<file path="config.mk">
export PLATFORM = sky130hd
export DESIGN_NAME = nwsc_ram
export DESIGN_NICKNAME = d
export VERILOG_FILES = /design/src/hdl/nearest_waypoint_speed_command_unit_macros.svh /design/src/hdl/nwsc_ram.sv
export SDC_FILE = /design/constraint.sdc
export NUM_CORES = 1
export LEC_CHECK = 0
export ABC_AREA = 1
export BUFFER_PORTS_ARGS = -buffer_cell sky130_fd_sc_hd__clkbuf_2
export CAP_MARGIN = 40
export CORE_MARGIN = 2
export CORE_UTILIZATION = 60
export DETAILED_ROUTE_END_ITERATION = 8
export GPL_ROUTABILITY_DRIVEN = 0
export HOLD_SLACK_MARGIN = 0.12
export PLACE_DENSITY = 0.78
export SYNTH_ARGS = -nofsm -noshare
export SYNTH_HDL_FRONTEND = slang
export SYNTH_SLANG_ARGS = --single-unit
export TNS_END_PERCENT = 20
</file>
<file path="constraint.sdc">
create_clock -name clk -period 2.2 [get_ports clk]
set_clock_uncertainty 0.2 [all_clocks]
set_input_delay 0.11 -clock clk [delete_from_list [all_inputs] [get_ports clk]]
set_output_delay 0.11 -clock clk [all_outputs]
set_load 0.005 [all_outputs]
</file>
<file path="src/hdl/nearest_waypoint_speed_command_unit_macros.svh">
// Assertion macros for the nearest waypoint speed command unit.
// NWSC_ASSERT uses the clk and arst_n names of the module that includes this header.
`ifndef NEAREST_WAYPOINT_SPEED_COMMAND_UNIT_MACROS_SVH
`define NEAREST_WAYPOINT_SPEED_COMMAND_UNIT_MACROS_SVH
`ifndef SYNTH
`define NWSC_ASSERT_CLK(lbl, clk_i, rstn_i, prop, msg) \
	lbl: assert property (@(posedge clk_i) disable iff (!rstn_i) prop) else $error(msg);
`define NWSC_ASSERT(lbl, prop, msg) `NWSC_ASSERT_CLK(lbl, clk, arst_n, prop, msg)
`else
`define NWSC_ASSERT_CLK(lbl, clk_i, rstn_i, prop, msg)
`define NWSC_ASSERT(lbl, prop, msg)
`endif
`endif

</file>
<file path="src/hdl/nwsc_ram.sv">
module nwsc_ram #(
	parameter int WIDTH = 8,
	parameter int DEPTH = 16
) (
	input  logic                     clk,
	input  logic                     we,
	input  logic [$clog2(DEPTH)-1:0] waddr,
	input  logic [WIDTH-1:0]         wdata,
	input  logic [$clog2(DEPTH)-1:0] raddr,
	output logic [WIDTH-1:0]         rdata
);

	logic [WIDTH-1:0] mem_q [DEPTH];

	always_ff @(posedge clk) begin
		if (we) begin
			mem_q[waddr] <= wdata;
		end
		rdata <= mem_q[raddr];
	end

endmodule

</file>
==> results.ini, run 1 <==
[logic_synthesis]
yosysSeqAreaShare_pct=69.4
yosys_warnings=0
synthDistinctLibCells=12
synth_cells=551
synth_top_area_cell=edfxtp_1
synth_fp_nets=569
syn_area_per_cell_um2=10.5
synthesis.area_um2=5770
synthTopCellsByArea=edfxtp_1 67%, nand2_1 11%, nand3_1 8.4%
synth_top_area_share_pct=66.7
synth_seq_cells=136

[placement]
dpl.hpwl_mm=7.31
port_buffers=25
dp_worst_setup_slack_ns=0.577
place_area_um2=5960

[hold_path]
hp-start=raddr[3]
hold_depth=4
min_path_type=input pin to flop

[worst_setup_path]
crit_family=buffers and inverters
cp_cell_sequence=dlygate4sd3_1, clkbuf_2, inv_1, nand2_1, dlygate4sd3_1, nor2_1
cp-start-kind=input pin
r2r-start=mem_q[13][4]
timing.critical_path.arrival_ns=2.08
crit_required_ns=2.15
cp.depth=6
cpMostUsedCell=dlygate4sd3_1
critPathBufInv=4
worstRegToRegCells=7
critPathCaptureType=flop
crit_slowest_cell=dlygate4sd3_1
critPathMaxStageDelay_ns=0.62
cp-startpoint=waddr[0]
r2r_setup_slack_ns=0.52
crit_type=input pin to flop
critPathMaxFanout=8

[drt]
drt_iter0_markers=483
detail-route-antenna-nets=0
dr_total_vias=3973
drc_errors=0
dr.pass1.iters=5
vias_per_cell=5.35
wl_mm=12.9
avgRoutedWirePerCell_um=17.3

[timing]
worst_slew_pin_slew_ns=0.875
finalSetupTns_ns=0
fin_crit_ns=2.13
slew_headroom_pct=41.5
max_freq_mhz=470
hold_ws_ns=0.338
maxSlewViolCount=0
hold_viol_final=0
setup_violations=0
rsz0062_at_grt=no
min_period_over_period_pct=96.6
fin_ws_ns=0.0742

[cts]
clk_path_buf_depth=2
clock-root-buffer=clkbuf_8
cts_sinks=136
clk_pin_slew_ns=0.06
cts-htree-levels=4
cts_buffers=17
clk_latency_ns=0.51
cts_tree=built

[die]
dieArea_um2=10400
rows=35
core_um2=9280
io_pins=26
start_util_pct=62.1
die_height_um=102
die_x_um=102

[global_route]
track_usage_pct=26.9
grt_pass1_vias=3874
grt_pass1_wl_mm=20.1
antenna_found_initial=0
grt_overflow=0
grt_max_degree=65

[cells_and_area]
fin_nets=619
drive_above_1_share_pct=11.7
n_antenna_cell=0
multi_input_area_um2=1230
regArea_um2=4000
area_delta_synth_final_pct=18.2
fill_cells=603
finalInstanceArea_um2=6820

[power]
power.leakage_nw=2.95
pwr_density_cell_nw_per_um2=916
ir_worst_vdd_mv=0.581

[outcome]
status=finished, final reports clean

[flow_run]
drv_cap=0

## stage by stage
step	power, W	utilization [%]	instances
5_1_grt	0.00641	73.4	743
3_3_place_gp	0.00329	64.2	689
2_1_floorplan	0.00317	-	551
6_report	0.00624	73.4	743
4_1_cts	0.00625	73.3	743
3_5_place_dp	0.00330	64.2	689
## cell families (layout without fill, tap and decap cells)
group	count (synthesis)	in the layout	share of synthesized area (%)
AND/OR/NAND/NOR	289	289	21.0
flip-flops	136	136	69.4
buffers and inverters	126	189	9.52
## cells in the mapped netlist, drive strengths merged
cell type  count
nand2        173
edfxtp       128
inv          102
nand3         97
buf           24
nor2          17
dfxtp          8
nand3b         2
## tightest hold or removal path: cells and delay by family
family / cells / cell delay, ns
AND/OR/NAND/NOR: 2 / 0.16
buffers and inverters: 2 / 0.75
## cell usage in the layout (no fill, tap or decap)
master         count
nand2_1          173
edfxtp_1         128
inv_1            100
nand3_1           97
clkbuf_2          25
dlygate4sd3_1     22
clkbuf_16         16
nor2_1            12
dfxtp_1            8
buf_4              7
nor2_2             5
bufinv_16          4
clkinvlp_4         3
inv_6              3
inv_2              2
nand3b_1           2
clkbuf_8           2
clkinv_4           2
clkinv_2           2
buf_12             1
## per-layer routing
layer	GRT usage [%]	vias to the layer above	wire length, um
li1	-	1872	-
met1	35.3	1854	5140
met2	42.7	210	6280
met3	5.81	37	1050
met4	14.2	0	412
met5	0	-	0
## sequential cells by signal, indices dropped and copies added (netlist names)
name   count
rdata      8
mem_q    128
## cell type report
cell class	instances	share of cell area, %
well taps	129	2.37
clock buffers	18	6.28
clock inverters	14	2.88
multi-input cells	289	18.0
flip-flops and latches	136	58.7
inverters	102	5.62
repair buffers	55	6.13
## final timing paths
path	to
worst min-delay path	rdata[4]
worst max register to register	rdata[4]
worst max-delay path	mem_q[6][4]
worst min register to register	rdata[1]
## report_power, final
| group | internal [W] | switching (W) |
|---|---|---|
| registers | 0.00290 | 0.0000193 |
| logic | 0.000123 | 0.000252 |
| clock network | 0.00188 | 0.00107 |
| total | 0.00490 | 0.00134 |
## repair_timing
action                                  4_1_cts  5_1_grt
gates resized for setup                       0        5
buffers inserted                              0        0
hold buffers                                 22        0
endpoints found under the setup margin        0       40
hold endpoints to repair                    264        0
Power figures use the tool's default switching activity.
==> inputs of run 2 (changes only) <==
- RECOVER_POWER: unset -> 100
- clock period: 2.2 -> 2.6 ns (I/O delays scaled with it)
==> run 2 against run 1 <==
Effect of this change: cell area decreased by 1.5%; power fell by 16%; clock-buffer cell count increased by 5; critical path depth increased by 3; sequential power decreased by 15%; setup slack better by 0.13 ns; hold slack got worse by 0.15 ns; combinational power fell by 17%; register-to-register slack got worse by 0.19 ns; via count grew 0.30%.
==> results.ini, run 2 (same netlist as run 1, synthesis figures left out) <==
[drt]
detail-route-antenna-nets=0
dr_total_vias=3985
avgRoutedWirePerCell_um=17.9
vias_per_cell=5.41
wl_mm=13.2
dr.pass1.iters=5
drt_iter0_markers=611
drc_errors=0

[cts]
cts_sinks=136
post_cts_buffers=0
clk_latency_ns=0.52
cts_tree=built
clk_path_buf_depth=2
clock-root-buffer=clkbuf_8
cts-htree-levels=4
clk_pin_slew_ns=0.06
cts_buffers=17

[cells_and_area]
drive_above_1_share_pct=6.75
largest_reg_flops=128
finish.utilization_pct=72.3
n_antenna_cell=0
reg.largest.list=mem_q: 128 flops, rdata: 8 flops
fin_nets=612
final_common_cell=nand2_1
finalNonFillerCells=736
area_delta_synth_final_pct=16.5
max_flop_register=mem_q
layout_common_cells=173 x nand2_1, 128 x edfxtp_1, 100 x inv_1, 97 x nand3_1

[worst_setup_path]
critPathBufInv=5
crit_slowest_cell=dlygate4sd3_1
r2r_end=rdata[3]
cp-start-kind=input pin
critPathCaptureType=flop
crit_type=input pin to flop
worstRegToRegCells=8
critPathMaxFanout=32
cp_cell_sequence=dlygate4sd3_1, clkbuf_2, clkbuf_4, nand3_1, nand3_1, nand3_1, dlygate4sd3_1, nand2_1, dlygate4sd3_1
timing.critical_path.arrival_ns=2.60
critPathMaxStageDelay_ns=0.55
crit_family=buffers and inverters
crit_required_ns=2.81
r2r-start=mem_q[8][3]
r2r_setup_slack_ns=0.33

[flow_run]
drv_cap=0

[hold_path]
min_path_type=input pin to flop
hold_depth=7
hold_end=rdata[5]
hp-start=raddr[0]

[timing]
worst_slew_pin_slew_ns=0.941
setup_violations=0
max_freq_mhz=418
slew_headroom_pct=37.0
min_period_over_period_pct=92.0
maxSlewViolCount=0
hold_viol_final=0
finalSetupTns_ns=0
rsz0062_at_grt=no
fin_crit_ns=2.39
fin_ws_ns=0.207

[die]
dieArea_um2=10400
core_um2=9280
die_height_um=102
io_pins=26
rows=35
die_x_um=102
start_util_pct=62.1

[power]
p_total_w=0.00526
power.leakage_nw=2.87
pwr_density_cell_nw_per_um2=783
ir_worst_vdd_mv=0.624

[global_route]
track_usage_pct=27.9
grt_pass1_wl_mm=20.8
grt_max_degree=65
antenna_found_initial=0
grt_pass1_vias=3983
grt_overflow=0

[outcome]
status=finished, final reports clean

[placement]
dp_worst_setup_slack_ns=0.767
port_buffers=25
dpl.hpwl_mm=7.46
dpl.cell_count=684

run 2: cell types whose count changed in the layout (fill, tap and decap cells not counted), moves of 3 or more:
cell | previous run | this run
clkbuf_1 | 0 | 20
clkbuf_2 | 25 | 7
buf_4 | 7 | 1
nor2_1 | 12 | 17
nor2_2 | 5 | 0
inv_6 | 3 | 0
run 2: routing by layer:
layer,GRT usage (%),part of all wire [%],up-vias
li1,-,-,1859
met1,37.4,38,1874
met2,44.2,49,215
met3,6.50,9.6,37
met4,12.5,3.1,0
met5,0,0,-
run 2: repair_timing:
action,in CTS,in global routing
gates resized for setup,0,2
hold buffers,20,0
endpoints found under the hold margin,232,0
setup endpoints to repair,0,1
run 2: metrics by stage:
step                hold slack (ns)  instance area, um2
CTS                           0.187                6740
global placement              0.306                5920
global route                  0.241                6720
finish                        0.189                6720
floorplan                    0.0289                5770
detailed placement            0.308                5920
run 2: how the worst max path moves through the flow:
stage / start / end / slack, ns / cells past startpoint
finish: raddr[1] / rdata[3] / 0.21 / 9
global route: raddr[1] / rdata[3] / 0.09 / 9
CTS: raddr[1] / rdata[3] / 0.1 / 9
detailed placement: waddr[2] / mem_q[9][0] / 0.77 / 3
global placement: waddr[2] / mem_q[9][6] / 0.83 / 3
floorplan: waddr[2] / mem_q[10][0] / 1.32 / 2
run 2: area by class of cell:
cell class	count	area [um2]
tap	129	161
multi-input combinational	289	1210
sequential	136	4000
timing repair buffer	48	338
clock inverter	9	148
clock buffer	23	467
inverter	102	385
fill	643	2570
run 2: where the power goes:
part | internal (W) | switching [W] | total (W)
registers | 0.00245 | 0.0000177 | 0.00247
logic | 0.0000953 | 0.000215 | 0.000310
clock network | 0.00163 | 0.000849 | 0.00248
run 2: worst min-delay path: cells and delay by family:
family | cells | cell delay, ns
buf+inv | 2 | 0.31
simple gates | 5 | 0.43
