--- src/hdl/nearest_waypoint_speed_command_unit_macros.svh ---
// Assertion macros for the nearest waypoint speed command unit.
// NWSC_ASSERT uses the clk and arst_n names of the module that includes this header.
`ifndef NEAREST_WAYPOINT_SPEED_COMMAND_UNIT_MACROS_SVH
`define NEAREST_WAYPOINT_SPEED_COMMAND_UNIT_MACROS_SVH
`ifndef SYNTH
`define NWSC_ASSERT_CLK(lbl, clk_i, rstn_i, prop, msg) \
	lbl: assert property (@(posedge clk_i) disable iff (!rstn_i) prop) else $error(msg);
`define NWSC_ASSERT(lbl, prop, msg) `NWSC_ASSERT_CLK(lbl, clk, arst_n, prop, msg)
`else
`define NWSC_ASSERT_CLK(lbl, clk_i, rstn_i, prop, msg)
`define NWSC_ASSERT(lbl, prop, msg)
`endif
`endif

--- src/hdl/nwsc_pkg.sv ---
package nwsc_pkg;

	localparam int DEF_MAX_WAYPOINTS = 1024;

	localparam int POS_W      = 24;
	localparam int CURV_W     = 20;
	localparam int SPD_W      = 16;
	localparam int IDX_OUT_W  = 10;
	localparam int GAIN_W     = 16;
	localparam int VEL_W      = 15;
	localparam int THR_W      = 19;
	localparam int ACC_W      = 16;
	localparam int OPC_W      = 2;
	localparam int STAT_W     = 2;
	localparam int WP_W       = 2 * POS_W + CURV_W;
	localparam int SQ_W       = 2 * POS_W;
	localparam int DIST_W     = SQ_W + 1;
	localparam int ERR_W      = VEL_W + 3;
	localparam int PROD_W     = GAIN_W + 1 + ERR_W;
	localparam int SHIFT_W    = PROD_W - 8;
	localparam int CFG_IDX_W  = 3;
	localparam int CFG_DATA_W = 19;
	localparam int IN_DATA_W  = 88;
	localparam int OUT_DATA_W = 32;

	// opcodes
	localparam logic [OPC_W-1:0] OP_LOAD  = 2'd0;
	localparam logic [OPC_W-1:0] OP_CLEAR = 2'd1;
	localparam logic [OPC_W-1:0] OP_QUERY = 2'd2;

	// result status
	localparam logic [STAT_W-1:0] STATUS_OK    = 2'd0;
	localparam logic [STAT_W-1:0] STATUS_FULL  = 2'd1;
	localparam logic [STAT_W-1:0] STATUS_EMPTY = 2'd2;

	// register indexes
	localparam logic [CFG_IDX_W-1:0] REG_ACCEL_GAIN   = 3'd0;
	localparam logic [CFG_IDX_W-1:0] REG_CRUISE_SPEED = 3'd1;
	localparam logic [CFG_IDX_W-1:0] REG_CURVE_SPEED  = 3'd2;
	localparam logic [CFG_IDX_W-1:0] REG_CURV_THRESH  = 3'd3;
	localparam logic [CFG_IDX_W-1:0] REG_MAX_ACCEL    = 3'd4;
	localparam logic [CFG_IDX_W-1:0] REG_MAX_DECEL    = 3'd5;

	// register reset values
	localparam logic [GAIN_W-1:0]        RST_ACCEL_GAIN   = 16'd768;
	localparam logic [VEL_W-1:0]         RST_CRUISE_SPEED = 15'd5120;
	localparam logic [VEL_W-1:0]         RST_CURVE_SPEED  = 15'd1280;
	localparam logic [THR_W-1:0]         RST_CURV_THRESH  = 19'd6554;
	localparam logic signed [ACC_W-1:0] RST_MAX_ACCEL    = 16'sd1280;
	localparam logic signed [ACC_W-1:0] RST_MAX_DECEL    = -16'sd768;

	typedef enum logic [2:0] {
		ST_IDLE,
		ST_SCAN,
		ST_DRAIN,
		ST_KREAD,
		ST_KWAIT,
		ST_CMD,
		ST_DONE
	} nwsc_state_t;

	typedef struct packed {
		logic valid;
		logic last;
	} scan_tag_t;

	typedef struct packed {
		logic [GAIN_W-1:0]        accel_gain;
		logic [VEL_W-1:0]         cruise_speed;
		logic [VEL_W-1:0]         curve_speed;
		logic [THR_W-1:0]         curvature_threshold;
		logic signed [ACC_W-1:0] max_accel;
		logic signed [ACC_W-1:0] max_decel;
	} cfg_regs_t;

	typedef struct packed {
		logic                     done;
		logic                     on_curve;
		logic signed [ACC_W-1:0] accel;
	} cmd_res_t;

endpackage

--- src/hdl/nwsc_scan.sv ---
module nwsc_scan #(
	parameter int AW = 10
) (
	input  logic                                clk,
	input  logic                                arst_n,
	input  nwsc_pkg::scan_tag_t                 tag,
	input  logic [AW-1:0]                       idx,
	input  logic signed [nwsc_pkg::POS_W-1:0]   wp_x,
	input  logic signed [nwsc_pkg::POS_W-1:0]   wp_y,
	input  logic signed [nwsc_pkg::POS_W-1:0]   px,
	input  logic signed [nwsc_pkg::POS_W-1:0]   py,
	output logic                                done,
	output logic [AW-1:0]                       match
);

	localparam int DW = nwsc_pkg::POS_W + 1;

	logic signed [DW-1:0] dx, dy;
	logic [DW-1:0]        adx, ady;

	nwsc_pkg::scan_tag_t tag_s1, tag_s2, tag_s3;
	logic [AW-1:0]       idx_s1, idx_s2, idx_s3;
	logic [nwsc_pkg::POS_W-1:0]  adx_s1, ady_s1;
	logic [nwsc_pkg::SQ_W-1:0]   sqx_s2, sqy_s2;
	logic [nwsc_pkg::DIST_W-1:0] sum_s3;
	logic [nwsc_pkg::DIST_W-1:0] best_q;
	logic [AW-1:0]               match_q;
	logic                        done_q;

	assign dx  = {wp_x[nwsc_pkg::POS_W-1], wp_x} - {px[nwsc_pkg::POS_W-1], px};
	assign dy  = {wp_y[nwsc_pkg::POS_W-1], wp_y} - {py[nwsc_pkg::POS_W-1], py};
	assign adx = dx[DW-1] ? (~dx + DW'(1)) : dx;
	assign ady = dy[DW-1] ? (~dy + DW'(1)) : dy;

	always_ff @(posedge clk or negedge arst_n) begin
		if (!arst_n) begin
			tag_s1 <= '0;
			tag_s2 <= '0;
			tag_s3 <= '0;
			done_q <= 1'b0;
		end else begin
			tag_s1 <= tag;
			tag_s2 <= tag_s1;
			tag_s3 <= tag_s2;
			done_q <= tag_s3.valid && tag_s3.last;
		end
	end

	always_ff @(posedge clk) begin
		idx_s1 <= idx;
		adx_s1 <= adx[nwsc_pkg::POS_W-1:0];
		ady_s1 <= ady[nwsc_pkg::POS_W-1:0];
		idx_s2 <= idx_s1;
		sqx_s2 <= adx_s1 * adx_s1;
		sqy_s2 <= ady_s1 * ady_s1;
		idx_s3 <= idx_s2;
		sum_s3 <= {1'b0, sqx_s2} + {1'b0, sqy_s2};
		// entry zero seeds the search; strict compare keeps the earliest on a tie
		if (tag_s3.valid && ((idx_s3 == '0) || (sum_s3 < best_q))) begin
			best_q  <= sum_s3;
			match_q <= idx_s3;
		end
	end

	assign done  = done_q;
	assign match = match_q;

endmodule

--- config.mk ---
export PLATFORM = sky130hd
export DESIGN_NAME = nwsc_scan
export DESIGN_NICKNAME = d
export VERILOG_FILES = /design/src/hdl/nearest_waypoint_speed_command_unit_macros.svh /design/src/hdl/nwsc_pkg.sv /design/src/hdl/nwsc_scan.sv
export SDC_FILE = /design/constraint.sdc
export NUM_CORES = 2
export LEC_CHECK = 0
export BUFFER_PORTS_ARGS = -buffer_cell sky130_fd_sc_hd__clkbuf_2
export CAP_MARGIN = 20
export CELL_PAD_IN_SITES_DETAIL_PLACEMENT = 1
export CELL_PAD_IN_SITES_GLOBAL_PLACEMENT = 1
export CORE_MARGIN = 10
export CORE_UTILIZATION = 43
export DETAILED_ROUTE_END_ITERATION = 10
export PLACE_DENSITY = 0.81
export RECOVER_POWER = 50
export SYNTH_ARGS = -nofsm -noshare
export SYNTH_HDL_FRONTEND = slang
export SYNTH_SLANG_ARGS = --single-unit
--- constraint.sdc ---
create_clock -name clk -period 19.7 [get_ports clk]
set_clock_uncertainty 0.05 [all_clocks]
set_input_delay 0.985 -clock clk [delete_from_list [all_inputs] [get_ports clk]]
set_output_delay 0.985 -clock clk [all_outputs]
set_load 0.01 [all_outputs]
==> run metrics <==
PostCTS Resize Cnt=0; EDFF count, synth=59; Reg2Reg Depth=23; DRC violations left=0; wirelength, routed=116 mm; vias post-DR=32618; GRT overflow=0; # fillers=12122; area of the multi-input gates=33700 um^2; Final Worst Setup Slack=10.64 ns; Fin. Hold Viols=0; final slew viol count=26; PortBufs=120; commonest non-fill, non-tap cell in the layout=inv_1; Critical R2R Launch=adx_s1[0]; RePlAce Congestion=0.842; synth warn=0; Final period util=0.460; Clock Latency Late Sink=0.57 ns; FF/Latch Area=6370 um^2; status=finished, violations left; io pins=121; CP Max Fanout=25; Initial DRT Pass Iterations=5; Worst Path Class, Setup=reg2reg; Setup crit end kind=register; largest net degree at the start of global routing=51; Synth Cell Area=45400 um^2; reg-to-reg setup timing slack=10.64 ns; final setup TNS=0 ns; layout cells sized above 1=0.0466; Num CTS Buffers=35; layout net count=6371; Setup Buffers After CTS=0; Die Height=345 um; Final Setup Violations=0; syn nets=6294; antenna-violating nets left=0; Worst Tran Pin Value=1.67 ns; CP arrival=9.51 ns; Clk pin slew, worst setup/hold paths=0.06 ns; initial antenna violation count=0; sequential fraction of the synthesis area=0.140; Hold Crit Class=in2async; drt wl/cell=18.4 um; vias in the first global route=38896; vias per cell=5.15; CTS H-Tree Depth=2; CTS tree=done; DR iter-0 viols=1316; min Tclk post-route=9.06 ns; Clock Sinks=287; Post-Place Worst Slack=11.10 ns; Mapped Avg Cell Area=9.39 um^2; Distinct cells, synth=72; maximum buffer depth of the clock tree=3; row cnt=119; Mapped Cells=4836; max_slew headroom=-0.111; Die W=345 um; Initial Util=0.432; #FFs+latches synth=287; Detailed Place HPWL=95.2 mm; dominant synthesized flop cell=dfxtp_1; Core Util, Final=0.466; most frequent cells in the layout=inv_1 (1306), fa_1 (845), ha_1 (503); Area growth syn-to-layout=7.79%; first-pass GRT wire length=193 mm; Total Routing Usage GR=0.200; total core area=105000 um^2; failing checks=max-capacitance violations, max-slew violations; Hold-fix buffers, CTS=0; clock root cell=clkbuf_16; Worst EP required=20.15 ns; total die area=119000 um^2; Critical Path Source Type=register; reg-to-reg endpoint=sqx_s2[45]; max cap viols=1; RSZ-0062 raised after global routing=no; fmax=110 MHz; ys async rst share=0.0244
## per-layer routing
| metal | vias up | GRT usage | share of wire |
|---|---|---|---|
| met5 | - | 0 | 0 |
| met4 | 0 | 0.0648 | 0.031 |
| met3 | 229 | 0.0177 | 0.031 |
| met2 | 569 | 0.387 | 0.55 |
| met1 | 16980 | 0.228 | 0.39 |
| li1 | 14840 | - | - |
## stage by stage
stage	area [um^2]	hold WS (ns)	std cells
6_report	49000	0.263	6332
5_1_grt	48900	0.285	6331
4_1_cts	48900	0.178	6322
3_5_place_dp	47600	0.263	6258
3_3_place_gp	47500	0.260	6254
2_1_floorplan	45400	0.260	4836
## cell families (layout without fill, tap and decap cells)
logic type | count (synthesis) | after routing | share of synthesized area
other cells | 0 | 1 | 0
xor+xnor | 223 | 223 | 0.0430
flops | 287 | 287 | 0.140
fa+ha+maj | 1348 | 1348 | 0.511
buf+inv | 1430 | 1534 | 0.118
simple gates | 1008 | 1008 | 0.109
mux | 8 | 8 | 0.00185
compound gates | 532 | 532 | 0.0769
## synthesized netlist by cell type (13+ instances only)
cell / number / area (um^2)
fa_1: 845 / 16900
nand3_1: 38 / 190
a211oi_1: 21 / 158
dfxtp_1: 221 / 4420
nand4_1: 23 / 144
xnor2_1: 148 / 1300
ha_1: 503 / 6290
o21bai_1: 13 / 97.6
xor2_1: 75 / 657
inv_1: 1306 / 4900
edfxtp_1: 59 / 1770
nor2_1: 148 / 556
nor3_1: 31 / 155
a21o_1: 105 / 788
clkbuf_1: 121 / 454
nand2_1: 393 / 1480
a21oi_1: 158 / 791
o21ai_0: 82 / 410
nor2b_1: 41 / 257
and3_1: 23 / 144
and2_1: 235 / 1470
o21a_1: 23 / 173
a31oi_1: 20 / 125
nand2b_1: 25 / 156
## registers in the layout, summed over array words and instances (netlist names)
name and cells:
adx_s1 24, ady_s1 24, idx_s1 10, sqy_s2 47, match 10, best_q 49
tag_s2 2, sqx_s2 47, idx_s3 10, done 1, sum_s3 49, tag_s1 2
idx_s2 10, tag_s3 2
## worst max-delay path by stage
stage,start,endpoint,slack (ns),cells after the start
2_1_floorplan,ady_s1[17],sqy_s2[42],12.66,26
3_3_place_gp,adx_s1[2],sqx_s2[45],11.38,23
3_5_place_dp,adx_s1[2],sqx_s2[45],11.10,23
4_1_cts,adx_s1[2],sqx_s2[45],11.05,23
5_1_grt,adx_s1[0],sqx_s2[45],10.17,23
6_report,adx_s1[0],sqx_s2[45],10.64,23
## critical path, cell delays in order, from the launching register on
cell and delay, ns:
dfxtp_1 0.30, clkbuf_1 1.20, nand2_1 0.31, fa_1 0.59, inv_1 0.05, fa_1 0.50
fa_1 0.55, ha_1 0.14, inv_1 0.05, fa_1 0.47, inv_1 0.06, fa_1 0.55
fa_1 0.42, ha_1 0.36, a21o_1 0.20, a31o_2 0.22, a221oi_1 0.55, o211ai_1 0.31
a211oi_1 0.62, nor3_1 0.25, a21oi_1 0.45, o21ai_0 0.23, a221oi_1 0.39, xnor2_1 0.15
## area by class of cell
class | instances | area share
Multi-Input combinational cell | 3119 | 0.688
Sequential cell | 287 | 0.130
Inverter | 1306 | 0.100
Tap cell | 1391 | 0.0356
Timing Repair Buffer | 164 | 0.0213
Clock buffer | 44 | 0.0201
Clock inverter | 20 | 0.00488
Antenna cell | 1 | 0.0000511
Power is left out: the tool's default activity adds up to more than one toggle a clock period on the data nets, which glitch-free logic cannot reach.
