<file path="config.mk">
export PLATFORM = sky130hd
export DESIGN_NAME = nwsc_cmd
export DESIGN_NICKNAME = d
export VERILOG_FILES = /design/src/hdl/nearest_waypoint_speed_command_unit_macros.svh /design/src/hdl/nwsc_pkg.sv /design/src/hdl/nwsc_cmd.sv
export SDC_FILE = /design/constraint.sdc
export NUM_CORES = 1
export LEC_CHECK = 0
export ABC_AREA = 1
export CAP_MARGIN = 20
export CELL_PAD_IN_SITES_DETAIL_PLACEMENT = 0
export CELL_PAD_IN_SITES_GLOBAL_PLACEMENT = 1
export CORE_ASPECT_RATIO = 1.4
export CORE_MARGIN = 2
export CORE_UTILIZATION = 35
export CTS_CLUSTER_SIZE = 10
export DETAILED_ROUTE_END_ITERATION = 7
export DONT_BUFFER_PORTS = 1
export PLACE_DENSITY_LB_ADDON = 0.1
export SETUP_SLACK_MARGIN = 0.15
export SYNTH_ARGS = -nofsm -noshare
export SYNTH_HDL_FRONTEND = slang
export SYNTH_SLANG_ARGS = --single-unit
</file>
<file path="constraint.sdc">
create_clock -name clk -period 5.6 [get_ports clk]
set_input_delay 0.56 -clock clk [delete_from_list [all_inputs] [get_ports clk]]
set_output_delay 0.56 -clock clk [all_outputs]
set_load 0.05 [all_outputs]
</file>
<file path="src/hdl/nearest_waypoint_speed_command_unit_macros.svh">
// Assertion macros for the nearest waypoint speed command unit.
// NWSC_ASSERT uses the clk and arst_n names of the module that includes this header.
`ifndef NEAREST_WAYPOINT_SPEED_COMMAND_UNIT_MACROS_SVH
`define NEAREST_WAYPOINT_SPEED_COMMAND_UNIT_MACROS_SVH
`ifndef SYNTH
`define NWSC_ASSERT_CLK(lbl, clk_i, rstn_i, prop, msg) \
	lbl: assert property (@(posedge clk_i) disable iff (!rstn_i) prop) else $error(msg);
`define NWSC_ASSERT(lbl, prop, msg) `NWSC_ASSERT_CLK(lbl, clk, arst_n, prop, msg)
`else
`define NWSC_ASSERT_CLK(lbl, clk_i, rstn_i, prop, msg)
`define NWSC_ASSERT(lbl, prop, msg)
`endif
`endif

</file>
<file path="src/hdl/nwsc_pkg.sv">
package nwsc_pkg;

	localparam int DEF_MAX_WAYPOINTS = 1024;

	localparam int POS_W      = 24;
	localparam int CURV_W     = 20;
	localparam int SPD_W      = 16;
	localparam int IDX_OUT_W  = 10;
	localparam int GAIN_W     = 16;
	localparam int VEL_W      = 15;
	localparam int THR_W      = 19;
	localparam int ACC_W      = 16;
	localparam int OPC_W      = 2;
	localparam int STAT_W     = 2;
	localparam int WP_W       = 2 * POS_W + CURV_W;
	localparam int SQ_W       = 2 * POS_W;
	localparam int DIST_W     = SQ_W + 1;
	localparam int ERR_W      = VEL_W + 3;
	localparam int PROD_W     = GAIN_W + 1 + ERR_W;
	localparam int SHIFT_W    = PROD_W - 8;
	localparam int CFG_IDX_W  = 3;
	localparam int CFG_DATA_W = 19;
	localparam int IN_DATA_W  = 88;
	localparam int OUT_DATA_W = 32;

	// opcodes
	localparam logic [OPC_W-1:0] OP_LOAD  = 2'd0;
	localparam logic [OPC_W-1:0] OP_CLEAR = 2'd1;
	localparam logic [OPC_W-1:0] OP_QUERY = 2'd2;

	// result status
	localparam logic [STAT_W-1:0] STATUS_OK    = 2'd0;
	localparam logic [STAT_W-1:0] STATUS_FULL  = 2'd1;
	localparam logic [STAT_W-1:0] STATUS_EMPTY = 2'd2;

	// register indexes
	localparam logic [CFG_IDX_W-1:0] REG_ACCEL_GAIN   = 3'd0;
	localparam logic [CFG_IDX_W-1:0] REG_CRUISE_SPEED = 3'd1;
	localparam logic [CFG_IDX_W-1:0] REG_CURVE_SPEED  = 3'd2;
	localparam logic [CFG_IDX_W-1:0] REG_CURV_THRESH  = 3'd3;
	localparam logic [CFG_IDX_W-1:0] REG_MAX_ACCEL    = 3'd4;
	localparam logic [CFG_IDX_W-1:0] REG_MAX_DECEL    = 3'd5;

	// register reset values
	localparam logic [GAIN_W-1:0]        RST_ACCEL_GAIN   = 16'd768;
	localparam logic [VEL_W-1:0]         RST_CRUISE_SPEED = 15'd5120;
	localparam logic [VEL_W-1:0]         RST_CURVE_SPEED  = 15'd1280;
	localparam logic [THR_W-1:0]         RST_CURV_THRESH  = 19'd6554;
	localparam logic signed [ACC_W-1:0] RST_MAX_ACCEL    = 16'sd1280;
	localparam logic signed [ACC_W-1:0] RST_MAX_DECEL    = -16'sd768;

	typedef enum logic [2:0] {
		ST_IDLE,
		ST_SCAN,
		ST_DRAIN,
		ST_KREAD,
		ST_KWAIT,
		ST_CMD,
		ST_DONE
	} nwsc_state_t;

	typedef struct packed {
		logic valid;
		logic last;
	} scan_tag_t;

	typedef struct packed {
		logic [GAIN_W-1:0]        accel_gain;
		logic [VEL_W-1:0]         cruise_speed;
		logic [VEL_W-1:0]         curve_speed;
		logic [THR_W-1:0]         curvature_threshold;
		logic signed [ACC_W-1:0] max_accel;
		logic signed [ACC_W-1:0] max_decel;
	} cfg_regs_t;

	typedef struct packed {
		logic                     done;
		logic                     on_curve;
		logic signed [ACC_W-1:0] accel;
	} cmd_res_t;

endpackage

</file>
<file path="src/hdl/nwsc_cmd.sv">
module nwsc_cmd (
	input  logic                               clk,
	input  logic                               arst_n,
	input  logic                               start,
	input  logic signed [nwsc_pkg::CURV_W-1:0] k,
	input  logic signed [nwsc_pkg::SPD_W-1:0]  spd,
	input  nwsc_pkg::cfg_regs_t                cfg,
	output nwsc_pkg::cmd_res_t                 res
);

	localparam int EXT_W = nwsc_pkg::SHIFT_W - nwsc_pkg::ACC_W;

	logic [nwsc_pkg::CURV_W-1:0]       absk;
	logic                              curve;
	logic [nwsc_pkg::VEL_W-1:0]        target;
	logic signed [nwsc_pkg::ERR_W-1:0] err;
	logic signed [nwsc_pkg::SHIFT_W-1:0] acc, hi, lo;
	logic signed [nwsc_pkg::ACC_W-1:0]  clamped;

	logic                               valid_s1, valid_s2;
	logic                               curve_s1, curve_s2;
	logic signed [nwsc_pkg::ERR_W-1:0]  err_s1;
	logic signed [nwsc_pkg::PROD_W-1:0] prod_s2;
	nwsc_pkg::cmd_res_t                 res_q;

	assign absk   = k[nwsc_pkg::CURV_W-1] ? (~k + nwsc_pkg::CURV_W'(1)) : k;
	assign curve  = absk > {1'b0, cfg.curvature_threshold};
	assign target = curve ? cfg.curve_speed : cfg.cruise_speed;
	assign err    = $signed({3'b000, target}) - $signed({{2{spd[nwsc_pkg::SPD_W-1]}}, spd});

	// arithmetic shift by 8 rounds toward minus infinity
	assign acc = prod_s2[nwsc_pkg::PROD_W-1:8];
	assign hi  = {{EXT_W{cfg.max_accel[nwsc_pkg::ACC_W-1]}}, cfg.max_accel};
	assign lo  = {{EXT_W{cfg.max_decel[nwsc_pkg::ACC_W-1]}}, cfg.max_decel};

	always_comb begin
		if (acc > hi) begin
			clamped = cfg.max_accel;
		end else if (acc < lo) begin
			clamped = cfg.max_decel;
		end else begin
			clamped = acc[nwsc_pkg::ACC_W-1:0];
		end
	end

	always_ff @(posedge clk or negedge arst_n) begin
		if (!arst_n) begin
			valid_s1 <= 1'b0;
			valid_s2 <= 1'b0;
			res_q    <= '0;
		end else begin
			valid_s1       <= start;
			valid_s2       <= valid_s1;
			res_q.done     <= valid_s2;
			res_q.on_curve <= curve_s2;
			res_q.accel    <= clamped;
		end
	end

	always_ff @(posedge clk) begin
		curve_s1 <= curve;
		err_s1   <= err;
		curve_s2 <= curve_s1;
		prod_s2  <= $signed({1'b0, cfg.accel_gain}) * err_s1;
	end

	assign res = res_q;

endmodule

</file>
==> impl_metrics.toml, run 1 <==
[yosys]
synth_top_area_share_pct = 27.6
yosysWarnings = 0
synthFlopType = "dfxtp_1"
synth_edf_count = 0
synth_compound_area_share_pct = 5.30
yosys.area.top_type = "fa_1"
netlist-cell-type-count = 43
synthCells = 2102
yosys.area_share.adder_pct = 44.9
synth_top_family_by_area = "adder cells"
syn-num-nets = 2657
async_reset_ff_share_pct = 30.8
synth-xor-area-share_pct = 2.71
yosys.cell_count.top_type = "inv_1"
synth_common_cells = "inv_1, nand2_1, ha_1"
ys_seq_elements = 65
synthMuxAreaShare_pct = 0
synth-simple-area-share_pct = 21.1
syn_area_um2 = 15200
synth_area_leaders = "fa_1, ha_1, inv_1, nand2_1, dfxtp_1"
yosysSeqAreaShare_pct = 9.24
avgSynthCellArea_um2 = 7.22

[drt]
vias = 12400
drt_pass1_iterations = 4
vias_per_cell = 4.65
first_iter_violations = 435
avgRoutedWirePerCell_um = 16.7
drtAntennaViolNets = 0
drc = 0
drt_wl_total_mm = 44.4

[sta]
setup_viol = 0
clock.fmax_mhz = 190
tightest_slew_ps = 971
fin_crit_ps = 5270
fin_hold_ws_ps = 241
maxSlewHeadroom_pct = 35.1
report.final.slew_viol_count = 0
rsz0062_at_grt = "true"
hold_violations = 0
skew_ps = 16.2
timing.final.crit_share_pct = 94.2

[clock_network]
cts_sinks = 65
clockBufferDepth = 2
cts_root_buf = "clkbuf_16"
path_clk_slew_ps = 60
ctsHtreeMaxLevel = 3
cts_tree = "built"
numCtsBuffers = 9
clk-insertion-delay-late_ps = 360

[finish]
num-nets-final = 2664
design_area_um2 = 16800
utilization_pct = 39.3
antenna_cells = 0
layout-drive-gt1-share_pct = 9.08
syn_to_final_growth_pct = 11.0

[critical_path]
arrival_ps = 5510
cp_max_fo = 14
critPathMaxStageDelay_ps = 580
reg2reg_slack_ps = 330
cp_common_cell = "fa_1"
worst_path_max_delay_cell = "fa_1"
critPathCaptureType = "register"
cp.required_ps = 5840
critPathKind = "register to register"
crit_chain = "buf_12 > nand2_1 > fa_1 > fa_1 > inv_1 > fa_1 > fa_1 > fa_1 > inv_1 > fa_1 > inv_1 > ha_4 > nand2_2 > buf_4 > nor2_2 > inv_2 > nor2_2 > and3_4 > nand2_2 > nand3_1 > nand2_1"
cp-start-kind = "register"

[die]
ios = 154
die_w_um = 180
core_area_um2 = 42900
die_y_um = 250
die-area_um2 = 45000
initial_core_util_pct = 35.4
std_cell_rows = 90

[placement]
routabilityCongestion = 0.834
dp_hpwl_mm = 38.1
postPlaceCellArea_um2 = 16100
port_buffers = 0

[grt]
grt_max_degree = 21
overflow = 0
grt_pass1_wl_mm = 70.6
first_global_vias = 13300
track_usage_pct = 20.1
antenna_found_initial = 0

[job]
maxCapViolCount = 0

[hold_path]
min_path_type = "input port to register"

[outcome]
status = "finished clean"
metal layers:
metal  vias up  part of all wire, %  track usage [%]  wire (um)
met5         -                    0                0          0
met3        65                  2.3             2.20       1000
met4         0                  3.7             7.27       1640
li1       6224                    -                -          -
met2       206                   56             40.7      25000
met1      5909                   38             21.0      16800
flip-flops by register name (all words and copies together), names as in the netlist:
register and count:
valid_s1 1, curve_s2 1, valid_s2 1, prod_s2 26
err_s1 17, curve_s1 1, res 18
cells by family after synthesis:
family          after synthesis
flops                        65
buf+inv                     663
compound gates              141
simple gates                767
fa+ha+maj                   419
xor+xnor                     47
cells in the final DEF (no fill, tap or decap), drive strengths merged, types with 23 or more instances in the layout:
master and count:
a21oi 75, nor2 89, nand4 23, dfxtp 45
fa 209, ha 210, buf 69, xor2 35
nand2 531, o21ai 31, inv 588, nand3 97
through the flow:
step	cells	TNS [ps]	worst slack [ps]
global placement	2641	-1580	-224
global route	2666	0	86.9
finish	2666	0	326
detailed placement	2641	-1060	-199
floorplan	2102	0	150
CTS	2659	0	145
critical path: cells and delay by family (launching register included):
family / cells / cell delay, ps
fa+ha+maj: 7 / 3430
buf+inv: 6 / 560
flops: 1 / 360
simple gates: 8 / 790
cell type report:
class	instances	area [um^2]
clock inverter	7	95.1
timing repair buffer	70	619
tap	552	691
fill	4564	26100
clock buffer	9	225
inverter	589	2210
sequential	65	1420
multi-input combinational	1374	11600
repair_timing:
action,CTS,global route
setup endpoints to repair,19,21
endpoints found under the hold margin,20,0
buffers inserted,1,7
cloned,0,0
pin swaps,0,39
resized for setup,12,91
hold buffers,1,0
worst paths after layout:
kind | startpoint | endpoint | depth (start not counted)
setup / recovery | err_s1[10] | prod_s2[30] | 21
hold / removal | start | valid_s1 | 0
setup reg to reg | err_s1[10] | prod_s2[30] | 21
hold reg to reg | curve_s1 | curve_s2 | 0
max in group asynchronous | arst_n | valid_s1 | 1
min in group asynchronous | arst_n | res[0] | 1
Power of run 1 is left out: the tool's default activity adds up to more than one toggle a clock period on the data nets, which glitch-free logic cannot reach.
==> run 2: changes to the inputs <==
Settings changed: PLACE_DENSITY from default to 0.67, PLACE_DENSITY_LB_ADDON 0.1 to default, SLEW_MARGIN from default to 5.
Clock period 5.6 ns to 4.58 ns, I/O delays scaled along.
==> impl_metrics.toml, run 2 (same netlist as run 1, synthesis figures left out) <==
[outcome]
status = "complete, but fails checks"
violations = "setup timing"

[clock_network]
ctsHtreeMaxLevel = 3
path_clk_slew_ps = 70
cts_sinks = 65
clockBufferDepth = 2
numCtsBuffers = 9
clk-insertion-delay-late_ps = 350
cts_root_buf = "clkbuf_16"
cts_tree = "built"

[die]
std_cell_rows = 90
die-area_um2 = 45000
core_area_um2 = 42900
die_w_um = 180
ios = 154
initial_core_util_pct = 35.4
die_y_um = 250

[finish]
largest_reg_flops = 26
final_cell_mix = "inv_1, nand2_1, fa_1"
antenna_cells = 0
top_register = "prod_s2"
utilization_pct = 41.8
num-nets-final = 2727
syn_to_final_growth_pct = 18.2
layout-drive-gt1-share_pct = 17.2
final_common_cell = "inv_1"

[grt]
grt_pass1_wl_mm = 65.7
track_usage_pct = 17.9
overflow = 0
first_global_vias = 13300
grt_max_degree = 21
antenna_found_initial = 0

[critical_path]
ff2ff_path_depth = 24
cp.required_ps = 4830
cp_max_fo = 6
arrival_ps = 5330
cp-start-kind = "register"
critPathKind = "register to register"
critPathCaptureType = "register"

[drt]
avgRoutedWirePerCell_um = 14.4
drt_pass1_iterations = 4
drc = 0
drt_wl_total_mm = 39.2
first_iter_violations = 370
vias = 12700
drtAntennaViolNets = 0
vias_per_cell = 4.65

[sta]
report.final.slew_viol_count = 0
clock.fmax_mhz = 197
skew_ps = 10.7
hold_violations = 0
setup_viol = 24
rsz0062_at_grt = "true"
tightest_slew_ps = 834
maxSlewHeadroom_pct = 44.2
timing.final.crit_share_pct = 111
fin_crit_ps = 5080
worst_slack_ps = -500

[job]
maxCapViolCount = 0

[hold_path]
min_path_type = "input port to register"
worstHoldPathCells = 0

[placement]
port_buffers = 0
dp_hpwl_mm = 34.0
routabilityCongestion = 0.883
run 2: cell count changes in the layout (fill, tap and decap cells not counted), sizes merged:
cell and change:
buf +63, clkinvlp -4, inv +4
run 2: path summary, 6_finish.rpt:
path	from	end	slack (ps)
worst max-delay path	err_s1[7]	prod_s2[28]	-500
min in group asynchronous	arst_n	res[1]	660
worst min-delay path	start	valid_s1	140
max in group asynchronous	arst_n	res[13]	3400
worst min register to register	curve_s1	curve_s2	330
worst max register to register	err_s1[7]	prod_s2[28]	-500
run 2: cell type report:
cell class | count | area [um^2]
clock buffer | 9 | 225
clock inverter | 7 | 109
fill | 4367 | 25000
inverter | 589 | 2220
multi-input combinational | 1374 | 12100
sequential | 65 | 1440
tap | 552 | 691
timing repair buffer | 133 | 1130
run 2: repair_timing:
item | 4_1_cts | 5_1_grt
pin swaps | 30 | 26
buffers inserted | 11 | 5
endpoints found under the hold margin | 20 | 0
gates resized for setup | 118 | 77
setup endpoints to repair | 25 | 30
hold buffers | 1 | 0
run 2: stage by stage:
step	area (um^2)	hold WS, ps	setup slack [ps]	setup TNS, ps	instances
floorplan	15900	162	-429	-6560	2102
global placement	16900	163	-910	-14310	2696
detailed placement	16900	163	-867	-14590	2696
CTS	17600	124	-454	-7700	2724
global route	17900	121	-689	-13660	2729
finish	17900	140	-500	-8860	2729
run 2: layer usage:
metal	vias to the layer above	track usage [%]	share of wire (%)
met3	57	2.17	3.6
li1	6345	-	-
met1	6006	20.2	40
met2	275	34.7	54
met5	-	0	0
met4	0	5.23	2.8
run 2: worst max-delay path, stage by stage (launching register included):
cell     delay (ps)
dfxtp_4         370
buf_6           140
buf_6           120
nand2_4          40
inv_2            30
fa_1            540
inv_2            50
fa_2            390
fa_1            480
fa_1            530
inv_2            40
fa_1            520
inv_1            50
fa_1            490
inv_2            50
ha_4            300
nand2_4          60
nor2_4          110
inv_2            50
buf_4           120
buf_6           120
nor3_2          160
nand2_1          90
nand3_1          70
nand2_1          50
Power of run 2 is left out for the same reason.
==> run 3: changes to the inputs <==
Settings changed: CORE_ASPECT_RATIO 1.4 to default, CORE_MARGIN 2 to default.
==> impl_metrics.toml, run 3 (same netlist as run 1, synthesis figures left out) <==
[clock_network]
ctsHtreeMaxLevel = 3
path_clk_slew_ps = 60
cts_tree = "built"
clk-insertion-delay-late_ps = 370
cts_sinks = 65
numCtsBuffers = 9
cts_root_buf = "clkbuf_16"
clockBufferDepth = 2

[die]
initial_core_util_pct = 35.8
die_w_um = 210
die-area_um2 = 44200
die_y_um = 210
core_area_um2 = 42300
ios = 154
std_cell_rows = 75

[finish]
num-nets-final = 2721
largest_reg_flops = 26
fillers = 4324
final_cell_mix = "inv_1, nand2_1, fa_1"
antenna_cells = 0
syn_to_final_growth_pct = 18.6
design_area_um2 = 18000
top_register = "prod_s2"
layout-drive-gt1-share_pct = 17.5
final_common_cell = "inv_1"

[outcome]
status = "complete, but fails checks"
violations = "setup timing"

[critical_path]
rr_startpoint = "err_s1[7]"
critPathCaptureType = "register"
arrival_ps = 5330
reg2reg_slack_ps = -500
cp.required_ps = 4830
critPathKind = "register to register"
cp-start-kind = "register"
reg2reg_to = "prod_s2[30]"
cp-startpoint = "err_s1[7]"
cp_max_fo = 8
ff2ff_path_depth = 21

[sta]
rsz0062_at_grt = "true"
fin_hold_ws_ps = 113
hold_violations = 0
timing.setup.tns_ps = -8240
setup_viol = 22
fin_crit_ps = 5080
skew_ps = 16.2
clock.fmax_mhz = 197
worst_slack_ps = -495
maxSlewHeadroom_pct = 40.8
tightest_slew_ps = 885
report.final.slew_viol_count = 0
timing.final.crit_share_pct = 111

[drt]
first_iter_violations = 634
avgRoutedWirePerCell_um = 13.9
drt_wl_total_mm = 38.3
drt_pass1_iterations = 5
drtAntennaViolNets = 0
vias_per_cell = 4.52
drc = 0
vias = 12400

[hold_path]
min_path_type = "input port to register"
hp-start = "start"
worstHoldEndpoint = "valid_s1"
worstHoldPathCells = 0

[placement]
postPlaceCellArea_um2 = 16800
routabilityCongestion = 0.869
dp_hpwl_mm = 32.7
port_buffers = 0

[grt]
antenna_found_initial = 1
grt_pass1_wl_mm = 63.8
first_global_vias = 13000
overflow = 0
grt_max_degree = 21
track_usage_pct = 18.1

[job]
maxCapViolCount = 0
[run 3: layout make-up]
| class | count | area, um^2 | share of cell area, % |
|---|---|---|---|
| Multi-Input combinational cell | 1374 | 12200 | 67.7 |
| Inverter | 589 | 2220 | 12.3 |
| Sequential cell | 65 | 1440 | 8.02 |
| Timing Repair Buffer | 127 | 1140 | 6.34 |
| Tap cell | 577 | 722 | 4.01 |
| Clock buffer | 11 | 243 | 1.35 |
| Clock inverter | 5 | 56.3 | 0.313 |
[run 3: per-layer routing]
layer  share of wire [%]  global-route usage (%)
met1                  47                    23.5
met2                  47                    31.2
met3                 4.3                    2.94
met4                 1.7                    4.51
met5                   0                       0
[run 3: worst max-delay path by stage]
stage / endpoint / slack [ps] / cells past startpoint
3_3_place_gp: prod_s2[30] / -640 / 17
6_report: prod_s2[30] / -500 / 21
3_5_place_dp: prod_s2[26] / -700 / 22
2_1_floorplan: prod_s2[29] / -430 / 22
5_1_grt: prod_s2[32] / -620 / 19
4_1_cts: prod_s2[30] / -450 / 21
[run 3: worst max-delay path, cell delays in order (launching register included)]
cell     delay (ps)
dfxtp_2         340
buf_12          150
nand2_4          50
inv_2            30
fa_1            540
inv_2            40
fa_1            500
fa_1            520
inv_2            40
fa_1            500
fa_1            490
inv_1            50
fa_1            490
inv_2            50
ha_4            310
nand2_4          80
buf_12          130
o21ai_4         160
a21o_1          210
a31oi_2         120
nand3_1         100
nand2_1          60
[run 3: what timing repair did]
action / in CTS / in global routing
setup buffers: 18 / 4
endpoints found under the hold margin: 20 / 0
pin swaps: 64 / 45
endpoints found under the setup margin: 25 / 28
resized for setup: 137 / 75
hold buffers: 1 / 0
[run 3: per-stage QoR]
stage                     util [%]  worst slack [ps]  cells
after floorplan                  -              -429   2102
after global placement        39.7              -637   2709
after detailed placement      39.7              -695   2709
after CTS                     41.9              -450   2744
after global routing          42.5              -624   2748
final                         42.5              -495   2748
Power of run 3 is left out for the same reason.
